--- src/hw/rtl/bsc_pkg.sv ---
// ----------------------------------------------------------------------------
// bsc_pkg
// Shared widths, register indexes and control types for the byte SPN cipher.
// ----------------------------------------------------------------------------
package bsc_pkg;

    localparam int DATA_W    = 8;
    localparam int KEY_W     = 32;
    localparam int CFG_IDX_W = 2;

    // Configuration register indexes
    typedef enum logic [CFG_IDX_W-1:0] {
        CFG_KEY       = 2'd0,
        CFG_IV        = 2'd1,
        CFG_CHAINING  = 2'd2,
        CFG_DIRECTION = 2'd3
    } t_cfg_idx;

    typedef enum logic {
        MODE_ECB = 1'b0,
        MODE_CBC = 1'b1
    } t_mode;

    typedef enum logic {
        DIR_ENCRYPT = 1'b0,
        DIR_DECRYPT = 1'b1
    } t_dir;

    // Mode control handed from the register bank to the cipher datapath
    typedef struct packed {
        t_mode mode;
        t_dir  dir;
    } t_ctrl;

endpackage

--- src/hw/rtl/bsc_in_if.sv ---
// ----------------------------------------------------------------------------
// bsc_in_if
// Input stream channel: one byte and its start-of-message flag per transaction.
// ----------------------------------------------------------------------------
interface bsc_in_if;
    logic                       valid;
    logic                       ready;
    logic [bsc_pkg::DATA_W-1:0] data_in;
    logic                       start_of_message;

    modport source (output valid, output data_in, output start_of_message, input ready);
    modport sink   (input valid, input data_in, input start_of_message, output ready);
endinterface

--- src/hw/rtl/bsc_out_if.sv ---
// ----------------------------------------------------------------------------
// bsc_out_if
// Output stream channel: one result byte per transaction.
// ----------------------------------------------------------------------------
interface bsc_out_if;
    logic                       valid;
    logic                       ready;
    logic [bsc_pkg::DATA_W-1:0] data_out;

    modport source (output valid, output data_out, input ready);
    modport sink   (input valid, input data_out, output ready);
endinterface

--- src/hw/rtl/bsc_cipher.sv ---
// ----------------------------------------------------------------------------
// bsc_cipher
// Combinational datapath: CBC mixing plus the four-layer encipher/decipher.
// ----------------------------------------------------------------------------
module bsc_cipher (
    input  logic [bsc_pkg::DATA_W-1:0] i_data,
    input  logic [bsc_pkg::DATA_W-1:0] i_chain,
    input  logic [bsc_pkg::KEY_W-1:0]  i_key,
    input  bsc_pkg::t_ctrl             i_ctrl,
    output logic [bsc_pkg::DATA_W-1:0] o_result,
    output logic [bsc_pkg::DATA_W-1:0] o_chain_next
);

    localparam logic [3:0] INV_SBOX [16] = '{
        4'd15, 4'd6, 4'd13, 4'd4, 4'd11, 4'd2, 4'd9, 4'd0,
        4'd7, 4'd14, 4'd5, 4'd12, 4'd3, 4'd10, 4'd1, 4'd8
    };

    // y = 7(x+1) mod 16
    function automatic logic [3:0] sub_nib(input logic [3:0] x);
        logic [3:0] t;
        t = x + 4'd1;
        return 4'(t * 4'd7);
    endfunction

    function automatic logic [7:0] sub_byte(input logic [7:0] x);
        return {sub_nib(x[7:4]), sub_nib(x[3:0])};
    endfunction

    function automatic logic [7:0] inv_sub_byte(input logic [7:0] x);
        return {INV_SBOX[x[7:4]], INV_SBOX[x[3:0]]};
    endfunction

    function automatic logic [7:0] rotl2(input logic [7:0] x);
        return {x[5:0], x[7:6]};
    endfunction

    function automatic logic [7:0] rotr2(input logic [7:0] x);
        return {x[1:0], x[7:2]};
    endfunction

    logic [7:0] k0, k1, k2, k3;
    logic [7:0] cv;
    logic [7:0] e0, e1, e2, enc;
    logic [7:0] d0, d1, d2, dec;

    assign k0 = i_key[31:24];
    assign k1 = i_key[23:16];
    assign k2 = i_key[15:8];
    assign k3 = i_key[7:0];

    // ECB ignores the chain byte
    assign cv = (i_ctrl.mode == bsc_pkg::MODE_CBC) ? i_chain : 8'd0;

    // Encrypt: whiten, two rounds, final substitution
    assign e0  = i_data ^ cv ^ k0;
    assign e1  = rotl2(sub_byte(e0)) ^ k1;
    assign e2  = rotl2(sub_byte(e1)) ^ k2;
    assign enc = sub_byte(e2) ^ k3;

    // Decrypt: undo the layers in reverse
    assign d0  = inv_sub_byte(i_data ^ k3);
    assign d1  = inv_sub_byte(rotr2(d0 ^ k2));
    assign d2  = inv_sub_byte(rotr2(d1 ^ k1));
    assign dec = d2 ^ k0 ^ cv;

    always_comb begin
        if (i_ctrl.dir == bsc_pkg::DIR_DECRYPT) begin
            o_result     = dec;
            o_chain_next = i_data;
        end else begin
            o_result     = enc;
            o_chain_next = enc;
        end
    end

endmodule

--- src/hw/rtl/byte_spn_cipher_ecb_cbc.sv ---
// ----------------------------------------------------------------------------
// byte_spn_cipher_ecb_cbc
// Byte-wide SPN cipher, ECB or CBC, encrypt or decrypt, one byte per cycle unless the output stalls.
// ----------------------------------------------------------------------------
//
//  Channel  | Port        | Dir | Contents
//  ---------+-------------+-----+-------------------------------------------
//  input    | i_data      | in  | data_in[7:0], start_of_message
//  output   | o_data      | out | data_out[7:0]
//  config   | i_cfg_*     | in  | we, idx[1:0] (key, iv, chaining, dir), wdata[31:0]
//
//  A byte accepted on the input is registered in the input stage; its result
//  is registered in the output register when that stage advances. Throughput
//  is one byte per cycle while the output does not stall, set by the single
//  cipher layer between the input and output registers, which also updates
//  the chain byte so the next byte sees it straight away.
//  Reset (synchronous, active low) clears the valid flags, the chain byte and
//  all configuration registers. A stall on the output holds both stages;
//  ready on the input drops only when both stages are full and stalled.
//
module byte_spn_cipher_ecb_cbc (
    input  logic                          i_clk,
    input  logic                          i_rst_n,
    bsc_in_if.sink                        i_data,
    bsc_out_if.source                     o_data,
    input  logic                          i_cfg_we,
    input  logic [bsc_pkg::CFG_IDX_W-1:0] i_cfg_idx,
    input  logic [bsc_pkg::KEY_W-1:0]     i_cfg_wdata
);

    // Configuration registers
    logic [bsc_pkg::KEY_W-1:0]  r_key;
    logic [bsc_pkg::DATA_W-1:0] r_iv;
    bsc_pkg::t_mode             r_chaining;
    bsc_pkg::t_dir              r_direction;

    // Input stage
    logic                       r_in_valid;
    logic [bsc_pkg::DATA_W-1:0] r_in_data;
    logic                       r_in_som;

    // Output stage and chain state
    logic                       r_out_valid;
    logic [bsc_pkg::DATA_W-1:0] r_out_data;
    logic [bsc_pkg::DATA_W-1:0] r_chain;

    logic                       n_out_valid;
    logic [bsc_pkg::DATA_W-1:0] n_chain;
    logic [bsc_pkg::DATA_W-1:0] w_chain_sel;
    logic [bsc_pkg::DATA_W-1:0] w_result;
    logic                       w_adv;
    logic                       w_in_take;
    bsc_pkg::t_ctrl             w_ctrl;

    // ------------------------------------------------------------------
    // Configuration writes; every index is decoded, none falls to the default arm
    // ------------------------------------------------------------------
    always_ff @(posedge i_clk) begin
        if (!i_rst_n) begin
            r_key       <= '0;
            r_iv        <= '0;
            r_chaining  <= bsc_pkg::MODE_ECB;
            r_direction <= bsc_pkg::DIR_ENCRYPT;
        end else if (i_cfg_we) begin
            case (bsc_pkg::t_cfg_idx'(i_cfg_idx))
                bsc_pkg::CFG_KEY:       r_key       <= i_cfg_wdata;
                bsc_pkg::CFG_IV:        r_iv        <= i_cfg_wdata[bsc_pkg::DATA_W-1:0];
                bsc_pkg::CFG_CHAINING:  r_chaining  <= bsc_pkg::t_mode'(i_cfg_wdata[0]);
                bsc_pkg::CFG_DIRECTION: r_direction <= bsc_pkg::t_dir'(i_cfg_wdata[0]);
                default: ;
            endcase
        end
    end

    // ------------------------------------------------------------------
    // Handshake: advance the input stage whenever the output register is
    // empty or being drained this cycle
    // ------------------------------------------------------------------
    assign w_adv          = r_in_valid && (!r_out_valid || o_data.ready);
    assign i_data.ready   = !r_in_valid || w_adv;
    assign w_in_take      = i_data.valid && i_data.ready;
    assign o_data.valid   = r_out_valid;
    assign o_data.data_out = r_out_data;

    always_ff @(posedge i_clk) begin
        if (!i_rst_n) begin
            r_in_valid <= 1'b0;
        end else if (i_data.ready) begin
            r_in_valid <= i_data.valid;
        end
    end

    // Payload: capture only on a transaction
    always_ff @(posedge i_clk) begin
        if (w_in_take) begin
            r_in_data <= i_data.data_in;
            r_in_som  <= i_data.start_of_message;
        end
    end

    // ------------------------------------------------------------------
    // Cipher layer; start of message reloads the chain from the IV first
    // ------------------------------------------------------------------
    assign w_chain_sel = r_in_som ? r_iv : r_chain;
    assign w_ctrl      = '{mode: r_chaining, dir: r_direction};

    bsc_cipher u_cipher (
        .i_data       (r_in_data),
        .i_chain      (w_chain_sel),
        .i_key        (r_key),
        .i_ctrl       (w_ctrl),
        .o_result     (w_result),
        .o_chain_next (n_chain)
    );

    always_comb begin
        if (w_adv) begin
            n_out_valid = 1'b1;
        end else if (o_data.ready) begin
            n_out_valid = 1'b0;
        end else begin
            n_out_valid = r_out_valid;
        end
    end

    always_ff @(posedge i_clk) begin
        if (!i_rst_n) begin
            r_out_valid <= 1'b0;
            r_chain     <= '0;
        end else begin
            r_out_valid <= n_out_valid;
            // Chain tracks every byte, also in ECB
            if (w_adv) begin
                r_chain <= n_chain;
            end
        end
    end

    always_ff @(posedge i_clk) begin
        if (w_adv) begin
            r_out_data <= w_result;
        end
    end

    // ------------------------------------------------------------------
    // Assertions
    // ------------------------------------------------------------------
    // A stalled output must hold the pending input byte
    a_hold_in: assert property (@(posedge i_clk) disable iff (!i_rst_n)
        r_in_valid && r_out_valid && !o_data.ready |=> r_in_valid)
        else $error("input stage dropped a byte under output stall");

    // Encrypt: chain follows the ciphertext just produced
    a_chain_enc: assert property (@(posedge i_clk) disable iff (!i_rst_n)
        w_adv && (r_direction == bsc_pkg::DIR_ENCRYPT) |=> r_chain == r_out_data)
        else $error("chain byte differs from last ciphertext");

    // Decrypt: chain follows the incoming ciphertext
    a_chain_dec: assert property (@(posedge i_clk) disable iff (!i_rst_n)
        w_adv && (r_direction == bsc_pkg::DIR_DECRYPT) |=> r_chain == $past(r_in_data))
        else $error("chain byte differs from last input ciphertext");

    // Every accepted byte lands in the input stage
    a_take: assert property (@(posedge i_clk) disable iff (!i_rst_n)
        w_in_take |=> r_in_valid && r_in_data == $past(i_data.data_in))
        else $error("accepted byte not registered");

endmodule
--- src/flat_wrapper.sv ---
// flat-port wrapper written by rule: the top's interface ports become plain ports
module byte_spn_cipher_ecb_cbc_flat 
  (i_clk, i_rst_n, i_cfg_we, i_cfg_idx, i_cfg_wdata, i_data_valid, i_data_data_in, i_data_start_of_message, i_data_ready, o_data_valid, o_data_data_out, o_data_ready);
  bsc_in_if i_data_i ();
  bsc_out_if o_data_i ();
  input  logic i_clk;
  input  logic i_rst_n;
  input  logic i_cfg_we;
  input  logic [bsc_pkg::CFG_IDX_W-1:0] i_cfg_idx;
  input  logic [bsc_pkg::KEY_W-1:0] i_cfg_wdata;
  input wire logic [$bits(i_data_i.valid)-1:0] i_data_valid;
  input wire logic [$bits(i_data_i.data_in)-1:0] i_data_data_in;
  input wire logic [$bits(i_data_i.start_of_message)-1:0] i_data_start_of_message;
  output wire logic [$bits(i_data_i.ready)-1:0] i_data_ready;
  output wire logic [$bits(o_data_i.valid)-1:0] o_data_valid;
  output wire logic [$bits(o_data_i.data_out)-1:0] o_data_data_out;
  input wire logic [$bits(o_data_i.ready)-1:0] o_data_ready;
  assign i_data_i.valid = i_data_valid;
  assign i_data_i.data_in = i_data_data_in;
  assign i_data_i.start_of_message = i_data_start_of_message;
  assign i_data_ready = i_data_i.ready;
  assign o_data_valid = o_data_i.valid;
  assign o_data_data_out = o_data_i.data_out;
  assign o_data_i.ready = o_data_ready;
  byte_spn_cipher_ecb_cbc u_core (.i_clk(i_clk), .i_rst_n(i_rst_n), .i_data(i_data_i), .o_data(o_data_i), .i_cfg_we(i_cfg_we), .i_cfg_idx(i_cfg_idx), .i_cfg_wdata(i_cfg_wdata));
endmodule
--- config.mk ---
export PLATFORM = sky130hd
export DESIGN_NAME = byte_spn_cipher_ecb_cbc_flat
export DESIGN_NICKNAME = d
export VERILOG_FILES = /design/src/hw/rtl/bsc_pkg.sv /design/src/hw/rtl/bsc_in_if.sv /design/src/hw/rtl/bsc_out_if.sv /design/src/hw/rtl/bsc_cipher.sv /design/src/hw/rtl/byte_spn_cipher_ecb_cbc.sv /design/src/flat_wrapper.sv
export SDC_FILE = /design/constraint.sdc
export NUM_CORES = 1
export LEC_CHECK = 0
export BUFFER_PORTS_ARGS = -buffer_cell sky130_fd_sc_hd__buf_2
export CORE_ASPECT_RATIO = 1.25
export CORE_MARGIN = 5
export CORE_UTILIZATION = 46
export DETAILED_ROUTE_END_ITERATION = 8
export GPL_TIMING_DRIVEN = 0
export MAX_ROUTING_LAYER = met4
export PLACE_DENSITY = 0.72
export SETUP_SLACK_MARGIN = 0.05
export SLEW_MARGIN = 20
export SYNTH_ARGS = -nofsm -noshare
export SYNTH_HDL_FRONTEND = slang
export SYNTH_HIERARCHICAL = 1
export SYNTH_SLANG_ARGS = --single-unit
--- constraint.sdc ---
create_clock -name i_clk -period 12.5 [get_ports i_clk]
set_input_delay 1.875 -clock i_clk [delete_from_list [all_inputs] [get_ports i_clk]]
set_output_delay 1.875 -clock i_clk [all_outputs]
set_load 0.02 [all_outputs]
==> run metrics, run 1 <==
critical path peak fanout=8; CTS root buf=clkbuf_8; final period utilization=63.4%; Hold Violations, Final=0; antenna viol nets, final=0; Final Net Count=580; max-slew violations=0; Worst Max-Slew Pin Slew=0.770 ns; Total Wirelength=between 9 and 10 mm; clock skew=0.0114 ns; Worst path slowest cell=mux2_2; Synth Register Bits=69; largest net degree at the start of global routing=17; Syn Inst Count=449; most frequent cells in the layout=xnor2_1, nand2_1, nand3_1; initial antenna violation count=0; clk slew on worst S/H paths=0.07 ns; Synth-to-Final Area Change=14.4%; CP Class=reg -> reg; Setup crit start kind=flip-flop; Num CTS Buffers=9; synthesized net count=513; layout cells sized above 1=18.6%; CP Data Required Time=12.78 ns; DR WL/cell=about 15 um; DR pass1 iterations=4; setup slack, reg-to-reg=4.58 ns; via count=3244; register area share after synthesis=37.4%; Relative slew margins=48.5%; class of the worst hold path=reg -> reg; Max Buffers Root-to-Sink=2; GRT Total Usage=19.4%; H-tree levels=3; max cap viols=0; commonest non-fill, non-tap cell in the layout=xnor2_1; CP Capture Type=flip-flop; Clock Sinks=69; global route overflow=0; r2r startpoint=u_core/r_in_som$_DFFE_PP_; CTS tree=done; Die Span Y=116 um; status=completed; Core Footprint=8750 um2; post-CTS setup buffers=0; I/O pins=58; initial drt markers=149; # diodes=0; setup_tns=0 ns; Die ar.=11000 um2; global-route wire length before repair=15.6 mm; starting density of the core=47.4%; Critical Path AT=~8.2 ns; HPWL Detailed=approximately 7.8 mm; Clk Latency, worst-skew pair=about 0.35 ns; CTS resizes=0; RePlAce Congestion=0.848; CTS hold repair buffers=0; width of the chip=94.9 um; FMAX=roughly 130 MHz; post-synth cell types=37; path depth of the worst reg2reg path=37; FF-to-FF End=u_core/r_chain[7]$_SDFFE_PN0P_; YS warnings=6; vias in the first global route=between 3000 and 4000; Cell Rows=38; Vias/cell=5.06; # setup viols final=0; DRC Markers=0; CP endpoint=u_core/r_chain[7]$_SDFFE_PN0P_; CP max stage delay=0.39 ns; Post-Syn Area=4150 um2; Final Critical Period=7.92 ns; Critical Path Most Common Cell=xnor2_1; RSZ-0062 raised after global routing=no; # port buffers=56; syn_area_per_cell=9.23 um2; worst setup path start=u_core/r_in_som$_DFFE_PP_
-- synth_stat cells --
cell	count	share of area [%]
xnor2_2	1	0.39
nor3b_2	1	0.30
o21ai_0	13	1.6
nor2b_1	3	0.45
o31ai_1	1	0.18
buf_1	6	0.54
nand3_1	67	8.1
a21o_1	2	0.36
nand2b_1	1	0.15
mux2_2	8	2.2
xor3_1	1	0.57
o211ai_1	3	0.54
xnor2_1	83	18
nor2_1	7	0.63
or3b_1	1	0.21
buf_2	6	0.72
xnor2_4	1	0.66
and3b_1	2	0.42
clkbuf_1	6	0.54
buf_4	1	0.18
xnor3_1	1	0.54
edfxtp_1	17	12
mux2i_1	11	2.7
buf_6	5	1.4
inv_1	13	1.2
a21oi_1	9	1.1
ha_1	16	4.8
nand2_1	71	6.4
mux2i_2	1	0.33
dfxtp_1	52	25
and2_1	1	0.15
nand3b_1	1	0.18
o21ai_2	2	0.42
xor2_1	26	5.5
o21a_1	2	0.36
xnor3_2	1	0.57
o21ai_1	6	0.72
-- per-layer routing --
layer  vias up  global-route usage [%]  share of wire, %
met3        25                    4.12               4.6
met2        90                    32.6                50
met5         -                       -                 0
met1      1498                    21.8                42
li1       1631                       -                 -
met4         0                    9.24               3.7
-- worst max-delay path: cells and delay by family (launching register included) --
kind / cells / cell delay, ns
XOR/XNOR: 23 / 4.46
adder cells (fa/ha/maj): 6 / 1.71
multiplexers: 2 / 0.52
buffers and inverters: 2 / 0.47
AND/OR/NAND/NOR: 4 / 0.35
flip-flops: 1 / 0.32
-- cell families (layout without fill, tap and decap cells) --
logic type / after synthesis / count (layout) / synth area share (%)
xor gates and xnor gates: 114 / 114 / 25.8
muxes: 20 / 20 / 5.16
AOI/OAI and AO/OA: 38 / 38 / 5.25
buffers and inverters: 37 / 109 / 4.53
adders and majority gates: 16 / 16 / 4.83
and+or+nand+nor: 155 / 155 / 17.0
DFF: 69 / 69 / 37.4
-- sequential cells by signal, indices dropped and copies added, names as in the netlist --
signal,count
u_core/r_direction,1
u_core/r_chain,8
u_core/r_key,32
u_core/o_data.data_out,8
u_core/o_data.valid,1
u_core/r_chaining,1
u_core/r_in_valid,1
u_core/r_iv,8
u_core/r_in_data,8
u_core/r_in_som,1
-- per-stage QoR --
stage          utilization [%]  area, um2  hold WS, ns  instances  worst slack (ns)
6_report                  54.2       4740        0.460        641              4.58
5_1_grt                   54.2       4740        0.481        641              4.05
3_5_place_dp              52.3       4580        0.449        625              4.65
4_1_cts                   54.2       4740        0.463        641              4.55
2_1_floorplan                -       4150        0.432        449              5.57
3_3_place_gp              52.3       4580        0.442        625              4.92
-- how the worst min path moves through the flow --
stage / start / to / slack, ns / cells after the start
after floorplan: u_core/r_chain[0]$_SDFFE_PN0P_ / u_core/r_chain[0]$_SDFFE_PN0P_ / 0.43 / 2
after global placement: u_core/r_chain[6]$_SDFFE_PN0P_ / u_core/r_chain[6]$_SDFFE_PN0P_ / 0.44 / 2
after detailed placement: u_core/r_chain[1]$_SDFFE_PN0P_ / u_core/r_chain[1]$_SDFFE_PN0P_ / 0.45 / 2
after CTS: u_core/r_key[9]$_SDFFE_PN0P_ / u_core/r_key[9]$_SDFFE_PN0P_ / 0.46 / 2
after global routing: u_core/r_key[9]$_SDFFE_PN0P_ / u_core/r_key[9]$_SDFFE_PN0P_ / 0.48 / 2
final: u_core/r_key[9]$_SDFFE_PN0P_ / u_core/r_key[9]$_SDFFE_PN0P_ / 0.46 / 2
-- cell type report --
| class | instances | area (um2) |
|---|---|---|
| Fill cell | 849 | 4010 |
| Multi-Input combinational cell | 343 | 2410 |
| Sequential cell | 69 | 1550 |
| Timing Repair Buffer | 56 | 280 |
| Tap cell | 120 | 150 |
| Buffer | 24 | 139 |
| Clock buffer | 9 | 124 |
| Inverter | 13 | 48.8 |
| Clock inverter | 7 | 42.5 |
Power of run 1 is not shown: default switching activity piles up to over one toggle a cycle in this logic, so the estimate is an artifact.
==> run 2, diff against run 1 <==
Clock period 12.5 ns to 7.6 ns, I/O delays scaled along.
==> run 2 against run 1 <==
Compared with the run above:
- via count rose by 0.31%
- maximum frequency rose by 9.8%
- cell count rose by 0.78%
- wire length rose by 1.7%
- sequential share of layout area fell by 0.93 points
- flip-flop and latch count did not move
- non-clock buffer count rose by 5
- worst hold slack barely moved
- core utilization rose by 1.6 points
- critical path depth rose by 1
- clock skew barely moved
- largest cell class unchanged
==> run metrics, run 2 (synthesis results as in run 1) <==
initial drt markers=118; starting density of the core=between 40% and 50%; # port buffers=56; path depth of the worst reg2reg path=38; Critical Path Most Common Cell=xnor2_1; Cell Rows=38; Worst Max-Slew Pin Slew=approximately 0.75 ns; commonest non-fill, non-tap cell in the layout=xnor2_1; worst setup path start=u_core/r_in_som$_DFFE_PP_; HPWL Detailed=around 7.8 mm; CTS root buf=clkbuf_8; width of the chip=94.9 um; Max Buffers Root-to-Sink=2; Clk Latency, worst-skew pair=0.35 ns; initial antenna violation count=0; status=completed; CTS tree=done; class of the worst hold path=reg -> reg; r2r startpoint=u_core/r_in_som$_DFFE_PP_; critical path peak fanout=3; I/O pins=58; RePlAce Congestion=0.848; Synth-to-Final Area Change=17.7%; final worst setup slack=between 0.3 and 0.4 ns; Total Wirelength=9.90 mm; Hold Violations, Final=0; CTS hold repair buffers=0; fillers=819; DR WL/cell=15.3 um; Setup WS pre-CTS=-0.251 ns; CP endpoint=u_core/r_chain[7]$_SDFFE_PN0P_; # setup viols final=0; final period utilization=a little over nine tenths; largest register by flop count=u_core/r_key; vias in the first global route=3257; layout cells sized above 1=between 20% and 30%; max-slew violations=0; Largest register FFs=32; CP Capture Type=flip-flop; Worst path slowest cell=edfxtp_1; Non-Filler Instances=about 650; Finished Core Util=55.8%; global route overflow=0; via count=3254; largest net degree at the start of global routing=17; max cap viols=0; RSZ-0062 raised after global routing=no; CP max stage delay=0.38 ns; DP Cell Count=625; Final Net Count=585; Critical Path AT=around 7.5 ns; most frequent cells in the layout=xnor2_1, nand2_1, nand3_1; # diodes=0; Core Footprint=8750 um2; antenna viol nets, final=0; DR pass1 iterations=4; global-route wire length before repair=~16 mm; Clock Sinks=69; clk slew on worst S/H paths=~0.07 ns; setup slack, reg-to-reg=around 0.39 ns; Num CTS Buffers=9; Vias/cell=5.04; GRT Total Usage=19.5%; Setup crit start kind=flip-flop; DRC Markers=0; FMAX=139 MHz; clock skew=between 0.01 and 0.015 ns; H-tree levels=3; Final Critical Period=7.21 ns; CP Data Required Time=7.88 ns; Relative slew margins=50.0%; FF-to-FF End=u_core/r_chain[7]$_SDFFE_PN0P_; Die Span Y=116 um; CP Class=reg -> reg; Die ar.=11000 um2
run 2: worst max-delay path, delay by kind of cell (launching register included):
family / cells / cell delay (ns)
adder cells (fa/ha/maj): 6 / 1.46
XOR/XNOR: 23 / 4.14
flip-flops: 1 / 0.38
AND/OR/NAND/NOR: 4 / 0.36
buffers and inverters: 3 / 0.32
multiplexers: 2 / 0.47
run 2: area by class of cell:
type / count / area [um2] / area share (%)
Clock inverter: 7 / 42.5 / 0.872
Sequential cell: 69 / 1550 / 31.8
Inverter: 13 / 48.8 / 1.00
Timing Repair Buffer: 62 / 325 / 6.66
Tap cell: 120 / 150 / 3.08
Multi-Input combinational cell: 343 / 2500 / 51.3
Clock buffer: 9 / 124 / 2.54
Buffer: 23 / 135 / 2.77
run 2: worst min-delay path by stage:
stage,start,end,slack (ns),depth (start not counted)
after floorplan,u_core/r_chain[0]$_SDFFE_PN0P_,u_core/r_chain[0]$_SDFFE_PN0P_,0.43,2
after global placement,u_core/r_chain[6]$_SDFFE_PN0P_,u_core/r_chain[6]$_SDFFE_PN0P_,0.44,2
after detailed placement,u_core/r_chain[1]$_SDFFE_PN0P_,u_core/r_chain[1]$_SDFFE_PN0P_,0.45,2
after CTS,u_core/r_key[9]$_SDFFE_PN0P_,u_core/r_key[9]$_SDFFE_PN0P_,0.46,2
after global routing,u_core/r_key[9]$_SDFFE_PN0P_,u_core/r_key[9]$_SDFFE_PN0P_,0.48,2
final,u_core/r_key[9]$_SDFFE_PN0P_,u_core/r_key[9]$_SDFFE_PN0P_,0.46,2
run 2: through the flow:
| step | TNS, ns | hold WS [ns] | cell area (um2) |
|---|---|---|---|
| final | 0 | 0.460 | 4880 |
| after global routing | 0 | 0.481 | 4880 |
| after CTS | 0 | 0.463 | 4750 |
| after detailed placement | -0.382 | 0.449 | 4580 |
| after global placement | 0 | 0.442 | 4580 |
| after floorplan | 0 | 0.432 | 4150 |
run 2: what timing repair did:
action | 4_1_cts | 5_1_grt
gates cloned | 0 | 0
resized for setup | 1 | 12
setup endpoints to repair | 3 | 3
pin swaps | 1 | 5
setup buffers | 1 | 5
run 2: metal layers:
layer / up-vias / GRT usage, % / wire, um
li1: 1635 / - / -
met1: 1506 / 22.0 / 4190
met2: 86 / 32.9 / 4900
met3: 27 / 3.99 / 389
met4: 0 / 9.05 / 418
met5: - / - / 0
Power of run 2 is left out for the same reason.
==> run 3, diff against run 2 <==
Settings changed: ABC_AREA set to 1, GPL_ROUTABILITY_DRIVEN set to 0, PLACE_DENSITY 0.72 to 0.71, TNS_END_PERCENT set to 30.
==> run 3 against run 2 <==
Compared with the run above:
- via count increased by 42%
- global-route usage is 0.18 points higher
- register-to-register slack improved by 0.23 ns
- cell area up 20%
- cell count grew 48%
- sequential share of layout area down 5.3 points
- first-iteration DRC count rose by 110%
- critical path type unchanged
- largest cell class unchanged
- highest routed layer unchanged
==> run metrics, run 3 <==
status=completed; initial drt markers=248; CTS root buf=clkbuf_16; synthesized net count=813; Clock Sinks=just under 70; Clk Latency, worst-skew pair=0.33 ns; met2 usage=35.4%; maximum VDD drop=0.000457 V; M3 GR Usage=2.22%; Final Critical Period=6.98 ns; Leak=3.01 nW; starting density of the core=46.3%; Largest register FFs=32; Core Footprint=11000 um2; CP max stage delay=0.48 ns; Non-Filler Instances=955; antenna viol nets, final=0; synth top area cells=dfxtp_1, nand2_1, edfxtp_1, inv_1, nand3_1; final period utilization=91.8%; GR met1 Demand/Resource=around 22%; DR pass1 iterations=5; initial antenna violation count=0; share of flip-flops with an asynchronous set or reset=0%; Setup crit start kind=flip-flop; FMAX=~140 MHz; I/O pins=58; max cap viols=0; CTS tree=done; post-synth top area cell=dfxtp_1; pwr dens=~500 nW/um2; largest net degree at the start of global routing=14; via count=4611; GRT Total Usage=19.6%; post-CTS setup buffers=0; CTS hold repair buffers=0; Synth Register Bits=between 60 and 70; register area share after synthesis=30.5%; # setup viols final=0; syn_area_per_cell=6.79 um2; total chip power=2.98 mW; CP Class=reg -> reg; Largest delay share family, worst path=simple AND/OR/NAND/NOR gates; DR WL/cell=13.0 um; # diodes=0; commonest non-fill, non-tap cell in the layout=nand2_1; Synth-to-Final Area Change=15.4%; vias in the first global route=4321; clk slew on worst S/H paths=0.06 ns; Relative slew margins=49.9%; CTS resizes=0; layout cells sized above 1=15.4%; largest register by flop count=u_core/r_key; Num CTS Buffers=9; # port buffers=56; DRC Markers=0; critical path peak fanout=10; Total Wirelength=roughly 12 mm; fillers=~1100; global-route wire length before repair=about 20 mm; class of the worst hold path=reg -> reg; most frequent cell after synthesis=nand2_1; width of the chip=~100 um; WP buf/inv=6; Worst Max-Slew Pin Slew=approximately 0.75 ns; max-slew violations=0; Die Span Y=approximately 130 um; Vias/cell=4.83; Worst path slowest cell=edfxtp_1; RSZ-0062 raised after global routing=no; global routing's busiest layer=met2; Synth top cells by count=nand2_1, inv_1, nand3_1, nor2_1, a21oi_1; Final Net Count=just under 900; Hold Violations, Final=0; setup_tns=0 ns; Syn Inst Count=749; Cell Rows=43; YS warnings=6; post-synth cell types=30; CP Capture Type=flip-flop; HPWL Detailed=10.0 mm; DP Cell Count=940; top cell type's share of synthesized area=20.5%; most frequent cells in the layout=nand2_1, inv_1, nand3_1; Post-synth EDFFs=17; Synth Flop Type=dfxtp_1; CP Data Required Time=7.82 ns; Post-Syn Area=5080 um2; Die ar.=13300 um2; Critical Path AT=7.20 ns; H-tree levels=3; global route overflow=0; Max Buffers Root-to-Sink=2; clock skew=roughly 0.0056 ns
==> run 3: power breakdown <==
group	switching [mW]	internal, mW
Clock	0.162	0.286
Sequential	0.0274	0.480
Combinational	1.23	0.792
==> run 3: final cells by class <==
class,count,area (um2),area share (%)
Buffer,27,136,2.33
Clock buffer,11,264,4.50
Clock inverter,5,63.8,1.09
Inverter,112,420,7.17
Multi-Input combinational cell,540,2980,50.8
Sequential cell,69,1550,26.5
Tap cell,135,169,2.88
Timing Repair Buffer,56,280,4.78
==> run 3: cells by family after synthesis <==
family,synth area share [%]
buf+inv,11.0
compound gates,6.60
simple gates,32.2
xor+xnor,15.7
fa+ha+maj,3.94
flops,30.5
==> run 3: through the flow <==
| stage | util [%] | worst slack [ns] | cell area [um2] | hold WS, ns |
|---|---|---|---|---|
| after floorplan | - | 1.31 | 5080 | 0.452 |
| after global placement | 50.4 | 0.523 | 5530 | 0.462 |
| after detailed placement | 50.4 | 0.441 | 5530 | 0.475 |
| after CTS | 53.4 | 0.426 | 5860 | 0.490 |
| after global routing | 53.4 | 0.126 | 5870 | 0.505 |
| final | 53.4 | 0.622 | 5870 | 0.488 |
==> run 3: per-layer routing <==
layer / vias up / routed length (um) / share of wire (%)
met1: 2053 / 5340 / 43
li1: 2443 / - / -
met3: 19 / 450 / 3.6
met5: - / 0 / 0
met4: 0 / 251 / 2.0
met2: 96 / 6360 / 51
==> run 3: worst register-to-register path, delay by kind of cell (launching register included) <==
family	cells	cell delay [ns]
flops	1	0.48
compound gates	1	0.13
xor+xnor	9	1.71
simple gates	16	2.13
buf+inv	6	0.62
fa+ha+maj	6	1.82
==> run 3: worst paths after layout <==
kind | depth (start not counted) | from | end | slack [ns]
min | 2 | u_core/r_key[14]$_SDFFE_PN0P_ | u_core/r_key[14]$_SDFFE_PN0P_ | 0.49
min reg2reg | 2 | u_core/r_key[14]$_SDFFE_PN0P_ | u_core/r_key[14]$_SDFFE_PN0P_ | 0.49
max reg2reg | 38 | u_core/r_in_som$_DFFE_PP_ | u_core/r_chain[7]$_SDFFE_PN0P_ | 0.62
max | 38 | u_core/r_in_som$_DFFE_PP_ | u_core/r_chain[7]$_SDFFE_PN0P_ | 0.62
Power figures use the tool's default switching activity.
